**config.mk**
```make
export PLATFORM = sky130hd
export DESIGN_NAME = packet_buffer_drop_scheduler
export DESIGN_NICKNAME = d
export VERILOG_FILES = /design/src/sv/pbds_pkg.sv /design/src/sv/pbds_cell.sv /design/src/sv/packet_buffer_drop_scheduler.sv
export SDC_FILE = /design/constraint.sdc
export NUM_CORES = 2
export LEC_CHECK = 0
export BUFFER_PORTS_ARGS = -buffer_cell sky130_fd_sc_hd__buf_2
export CAP_MARGIN = 5
export CORE_AREA = 2 2 537 539
export DETAILED_ROUTE_END_ITERATION = 8
export DIE_AREA = 0 0 539 541
export PLACE_DENSITY = 0.6
export SYNTH_ARGS = -nofsm -noshare
export SYNTH_HDL_FRONTEND = slang
export SYNTH_SLANG_ARGS = --single-unit
```
**constraint.sdc**
```tcl
create_clock -name i_clk -period 25.1 [get_ports i_clk]
set_input_delay 1.255 -clock i_clk [delete_from_list [all_inputs] [get_ports i_clk]]
set_output_delay 1.255 -clock i_clk [all_outputs]
set_load 0.01 [all_outputs]
```
**src/sv/pbds_pkg.sv**
```systemverilog
`timescale 1ns / 1ps

package pbds_pkg;

    localparam int TIME_W = 32;
    localparam int DUR_W  = 16;
    localparam int CAP_W  = 7;

    localparam logic [CAP_W-1:0]  CAP_RESET = 7'd64;
    localparam logic [TIME_W-1:0] TIME_MAX  = '1;

    // One slot of the finish-time chain.
    typedef struct packed {
        logic              valid;
        logic [TIME_W-1:0] finish;
    } t_entry;

    // Broadcast control from the sequencer to every cell.
    typedef struct packed {
        logic              retire;
        logic              shift;
        logic [TIME_W-1:0] arrival;
    } t_cell_ctrl;

endpackage

```
**src/sv/pbds_cell.sv**
```systemverilog
`timescale 1ns / 1ps

module pbds_cell (
    input  logic               i_clk,
    input  logic               i_rst_n,
    input  pbds_pkg::t_cell_ctrl i_ctrl,
    input  pbds_pkg::t_entry   i_prev,
    output pbds_pkg::t_entry   o_entry
);
    import pbds_pkg::*;

    logic              r_valid;
    logic [TIME_W-1:0] r_finish;

    always_ff @(posedge i_clk) begin
        if (!i_rst_n) begin
            r_valid <= 1'b0;
        end else if (i_ctrl.shift) begin
            r_valid <= i_prev.valid;
        end else if (i_ctrl.retire && r_valid && (r_finish <= i_ctrl.arrival)) begin
            // The packet held here has completed by the time the new one arrives.
            r_valid <= 1'b0;
        end
    end

    always_ff @(posedge i_clk) begin
        if (i_ctrl.shift) begin
            r_finish <= i_prev.finish;
        end
    end

    assign o_entry.valid  = r_valid;
    assign o_entry.finish = r_finish;

endmodule

```
**src/sv/packet_buffer_drop_scheduler.sv**
```systemverilog
`timescale 1ns / 1ps

// Single-server packet buffer with drop on overflow.
// A packet is presented on i_arrival_time / i_duration and taken at a rising
// edge where start is high and busy is low. After the retire and push states
// the result is on o_accepted / o_start_time for exactly one cycle, marked by
// o_result_valid; o_start_time is zero for a dropped packet. The receiver
// cannot stall. In the retire state every cell compares its finish time
// against the arrival time and retires itself; in the push state the
// admission decision, the saturating add and the chain shift happen. busy is
// high during those states and the next packet can be taken in the cycle that
// busy drops, which is also the result cycle, so no new packet is taken before
// the last one's result is out. The finish times sit in a chain of MAX_DEPTH
// cells, newest at cell 0. Finish times only grow toward the newest entry, so
// retired cells always form the oldest end of the chain and the live entries
// stay packed from cell 0. i_cfg_we writes the capacity register; the user
// must write it only while the block is idle; the block does not enforce it.
// Values above MAX_DEPTH act as MAX_DEPTH and zero drops every packet.
// Reset (synchronous, active low) empties the chain, sets the capacity to 64
// and returns the sequencer to idle; no clearing pass is needed.
module packet_buffer_drop_scheduler #(
    parameter int MAX_DEPTH = 64
) (
    input  logic                         i_clk,
    input  logic                         i_rst_n,
    input  logic                         start,
    output logic                         busy,
    input  logic [pbds_pkg::TIME_W-1:0]  i_arrival_time,
    input  logic [pbds_pkg::DUR_W-1:0]   i_duration,
    input  logic                         i_cfg_we,
    input  logic [pbds_pkg::CAP_W-1:0]   i_cfg_wdata,
    output logic                         o_result_valid,
    output logic                         o_accepted,
    output logic [pbds_pkg::TIME_W-1:0]  o_start_time
);
    import pbds_pkg::*;

    localparam int IDX_W = (MAX_DEPTH > 1) ? $clog2(MAX_DEPTH) : 1;
    localparam int CNT_W = $clog2(MAX_DEPTH + 1);
    localparam int CMP_W = (CNT_W > CAP_W) ? CNT_W : CAP_W;
    localparam logic [CMP_W-1:0] DEPTH_C = CMP_W'(MAX_DEPTH);

    typedef enum logic [2:0] {
        S_IDLE   = 3'b001,
        S_RETIRE = 3'b010,
        S_PUSH   = 3'b100
    } t_state;

    t_state             r_state, n_state;
    logic [TIME_W-1:0]  r_arrival;
    logic [DUR_W-1:0]   r_dur;
    logic [CAP_W-1:0]   r_cap;
    logic               r_result_valid;
    logic               r_accepted;
    logic [TIME_W-1:0]  r_start_time;

    t_cell_ctrl         w_ctrl;
    t_entry             w_new;
    t_entry             w_chain [MAX_DEPTH+1];
    logic [MAX_DEPTH-1:0] w_alive;

    logic [CMP_W-1:0]   w_cap_ext;
    logic [CMP_W-1:0]   w_cap_eff;
    logic [CMP_W-1:0]   w_cap_last;
    logic               w_admit;
    logic [TIME_W-1:0]  w_start;
    logic [TIME_W:0]    w_sum;

    assign busy = (r_state != S_IDLE);

    always_comb begin
        n_state = r_state;
        unique case (r_state)
            S_IDLE:   if (start) n_state = S_RETIRE;
            S_RETIRE: n_state = S_PUSH;
            S_PUSH:   n_state = S_IDLE;
            default:  n_state = S_IDLE;
        endcase
    end

    always_ff @(posedge i_clk) begin
        if (!i_rst_n) begin
            r_state        <= S_IDLE;
            r_cap          <= CAP_RESET;
            r_result_valid <= 1'b0;
        end else begin
            r_state        <= n_state;
            r_result_valid <= (r_state == S_PUSH);
            if (i_cfg_we) begin
                r_cap <= i_cfg_wdata;
            end
        end
    end

    always_ff @(posedge i_clk) begin
        if (r_state == S_IDLE && start) begin
            r_arrival <= i_arrival_time;
            r_dur     <= i_duration;
        end
        if (r_state == S_PUSH) begin
            r_accepted   <= w_admit;
            r_start_time <= w_admit ? w_start : '0;
        end
    end

    // Admission: after retirement the live entries occupy cells 0..count-1,
    // so the buffer has room exactly when the cell at capacity-1 is empty.
    assign w_cap_ext  = CMP_W'(r_cap);
    assign w_cap_eff  = (w_cap_ext > DEPTH_C) ? DEPTH_C : w_cap_ext;
    assign w_cap_last = w_cap_eff - CMP_W'(1);
    assign w_admit    = (w_cap_eff != '0) && !w_alive[w_cap_last[IDX_W-1:0]];

    assign w_start = w_alive[0] ? w_chain[1].finish : r_arrival;
    assign w_sum   = {1'b0, w_start} + (TIME_W + 1)'(r_dur);

    assign w_new.valid  = 1'b1;
    assign w_new.finish = w_sum[TIME_W] ? TIME_MAX : w_sum[TIME_W-1:0];

    assign w_ctrl.retire  = (r_state == S_RETIRE);
    assign w_ctrl.shift   = (r_state == S_PUSH) && w_admit;
    assign w_ctrl.arrival = r_arrival;

    assign w_chain[0] = w_new;

    for (genvar g = 0; g < MAX_DEPTH; g++) begin : g_cell
        pbds_cell u_cell (
            .i_clk   (i_clk),
            .i_rst_n (i_rst_n),
            .i_ctrl  (w_ctrl),
            .i_prev  (w_chain[g]),
            .o_entry (w_chain[g+1])
        );
        assign w_alive[g] = w_chain[g+1].valid;
    end

    assign o_result_valid = r_result_valid;
    assign o_accepted     = r_accepted;
    assign o_start_time   = r_start_time;

endmodule

```
==> run metrics <==
status finished clean; CTS tree done; sequential power share between 40% and 50%; 1st-iter DRT viols just over 6000; clock buffer depth 4; Netlist cell types 86; Post-route DRC 0; Cell Area, Synth around 0.11 mm^2; gp weighted congestion between 0.8 and 0.9; clk_skew around 48 ps; Overflow after GRT 0; Final setup viols 0; fin area 0.1271 mm^2; die area approximately 0.29 mm^2; DP HPWL 218.7 mm; worst slew pin tran approximately 1200 ps; Yosys top cell area share between 50% and 60%; synth cell count leaders 2129 x edfxtp_1, 2065 x ha_1, 516 x a21oi_1, 414 x nand4_1, 402 x a21o_1; Critical path origin r_cap[6]; fmax ~0.14 GHz; DR vias 72360; Worst-path clk slew about 60 ps; Reg2Reg Setup Slack roughly 18000 ps; Net count, final ~11000; TNS Setup 0 ps; Final Critical Period roughly 7300 ps; Sw Ratio between 20% and 30%; routed len/inst ~25 um; Crit path required time roughly 26000 ps; Initial Util 39.73%; H-tree depth 4; reg2reg path depth 13; Synthesis Warnings 0; Hold Path Depth 0; post-detailed-routing wire length around 310 mm; post-CTS setup buffer count 0; worst vdd ir 0.04958 mV; filler cell count ~25000; Post-Syn Area per Cell 14.22 um^2; root buffer cell clkbuf_16; critical hold path startpoint g_cell[20].u_cell.r_finish[0]; initial antenna violation count 22; Switch Pwr between 1500 and 2000 uW; combinational share of power about 8.4%; RR Endpoint g_cell[58].u_cell.r_finish[4]; Slew headroom 19.45%; GRT Total Usage roughly 21%; placed instance area 0.1198 mm^2; drt pass-1 iters 6; Syn Nets 10130; final hold violations 0; CP max stage delay between 900 and 1000 ps; maxcap violations 0; vias in the first global route ~74000; crit end category flip-flop; top-count cell post-synth edfxtp_1; area grow syn2layout 11.74%; global-route wire length before repair between 400 and 500 mm; max-slew violation count 0; Worst-Skew Late Latency between 900 and 1000 ps; Buf/Inv on CP 5; Post-CTS Hold Buffers 0; Worst path slowest cell buf_4; Synth Register Bits approximately 2200; pin count of the biggest net entering global routing 206; pwr dens 63.54 mW/mm^2; crit-path leading delay family buffers and inverters; vias per inst between 5 and 6; Core Region about 0.29 mm^2; DRT antenna net count 0; largest area contributor in the netlist edfxtp_1; row cnt approximately 200; CTS Buf Count 233; worst-path cell chain nor2b_4 -> inv_2 -> ha_1 -> xnor2_4 -> mux4_2 -> mux2i_1 -> mux4_2 -> nand3b_2 -> and2_4 -> inv_16 -> buf_12 -> buf_4 -> buf_4; top_reg_cell synth edfxtp_1; Clk pwr share roughly 42%; RSZ-0062 raised after global routing false; WS Path Type flip-flop to flip-flop; startpoint of the worst register-to-register path r_cap[6]; share of layout cells above drive strength 1 around 7.6%; io pins 94; CP Data Arrival Time ~7800 ps; Die Ht 541 um; Cells after Synth 8000; crit path max fanout approximately 200; CP Launch Type flip-flop; Area contributors post-synth edfxtp_1 56%, ha_1 23%, a21o_1 2.7%; internal power 6172 uW; post-CTS sizing 0; leakage 0.04703 uW; WHS Endpoint g_cell[21].u_cell.r_finish[0]; Final period util about 29%; Seq/Total Area, Yosys between 50% and 60%; Post-synth EDFFs roughly 2100; Hold Path Class flip-flop to flip-flop; # clock sinks between 2000 and 2500; PortBufs 93; asr flop ratio synth 0%; chip width 539 um
==> worst register-to-register path, cell delays in order (launching register included) <==
cell and delay [ps]:
dfxtp_1 430, nor2b_4 170, inv_2 110, ha_1 320, xnor2_4 840, mux4_2 440
mux2i_1 300, mux4_2 420, nand3b_2 210, and2_4 240, inv_16 490, buf_12 720
buf_4 1060, buf_4 1020
==> cell usage in the layout (no fill, tap or decap), types with 74 or more instances in the layout <==
master	netlist	final
edfxtp_1	2129	2129
ha_1	2065	2065
a21oi_1	516	516
nand4_1	414	414
a21o_1	402	402
o21ai_0	399	399
nor2_1	318	317
nand2_1	240	239
clkbuf_16	0	238
nor2b_1	177	177
nand3_1	115	115
buf_4	3	108
nor3_1	103	103
inv_1	124	93
buf_2	4	92
mux2i_1	83	83
clkinv_2	0	79
o21a_1	76	76
dfxtp_1	75	74
==> how the worst max path moves through the flow <==
stage / end / cells past startpoint
2_1_floorplan: g_cell[1].u_cell.r_valid / 7
3_3_place_gp: g_cell[57].u_cell.r_finish[4] / 13
3_5_place_dp: g_cell[63].u_cell.r_finish[1] / 13
4_1_cts: g_cell[62].u_cell.r_finish[2] / 13
5_1_grt: g_cell[13].u_cell.r_finish[16] / 13
6_report: g_cell[58].u_cell.r_finish[4] / 13
==> cell type report <==
type	instances	area [um^2]	area share (%)
antenna	2	5.005	0.003937
clock buffer	290	6221	4.893
clock inverter	130	1135	0.8926
inverter	126	529.3	0.4163
multi-input combinational	5623	47630	37.46
sequential	2204	65430	51.47
tap	3781	4731	3.721
timing repair buffer	209	1451	1.142
==> kinds of logic (layout without fill, tap and decap cells) <==
logic type | after synthesis | count (layout) | share of synthesized area (%)
other | 0 | 2 | 0
buffers and inverters | 173 | 755 | 0.6565
adder cells (fa/ha/maj) | 2066 | 2066 | 22.73
AND/OR/NAND/NOR | 1623 | 1623 | 7.630
multiplexers | 107 | 107 | 1.139
flip-flops | 2204 | 2204 | 57.51
XOR/XNOR | 18 | 18 | 0.1551
AO/OA/AOI/OAI | 1809 | 1809 | 10.19
==> metrics by stage <==
step | hold WS (ps) | util, % | instances | setup slack (ps) | power (uW)
final | 404.8 | 44.39 | 12370 | 17830 | 8079
after global routing | 434.6 | 44.39 | 12360 | 17520 | 8361
after CTS | 405.5 | 44.39 | 12360 | 17910 | 8139
after detailed placement | 436.8 | 41.82 | 11940 | 17920 | 4748
after global placement | 432.6 | 41.82 | 11940 | 18060 | 4712
after floorplan | 426.4 | - | 8000 | 7486 | 4505
==> power groups by stage <==
| stage | Sequential [uW] | Clock, uW | Combinational (uW) |
|---|---|---|---|
| final | 4000 | 3400 | 676 |
| after floorplan | 4080 | 0 | 424 |
| after global placement | 4080 | 0 | 634 |
| after detailed placement | 4080 | 0 | 670 |
| after global routing | 4000 | 3600 | 760 |
| after CTS | 4000 | 3460 | 675 |
==> layer usage <==
metal | share of wire, % | up-vias | global-route usage, %
li1 | - | 33230 | -
met1 | 43 | 36360 | 27.33
met2 | 47 | 2160 | 34.33
met3 | 6.0 | 609 | 3.300
met4 | 3.9 | 10 | 7.456
met5 | 0.022 | - | 0
==> state kept, by name, indices dropped and copies added (netlist names) <==
| register | cells |
|---|---|
| g_cell.u_cell.r_finish | 2048 |
| g_cell.u_cell.r_valid | 64 |
| o_accepted | 1 |
| o_result_valid | 1 |
| o_start_time | 32 |
| r_arrival | 32 |
| r_cap | 7 |
| r_dur | 16 |
| r_state | 3 |
Power figures use the tool's default switching activity.
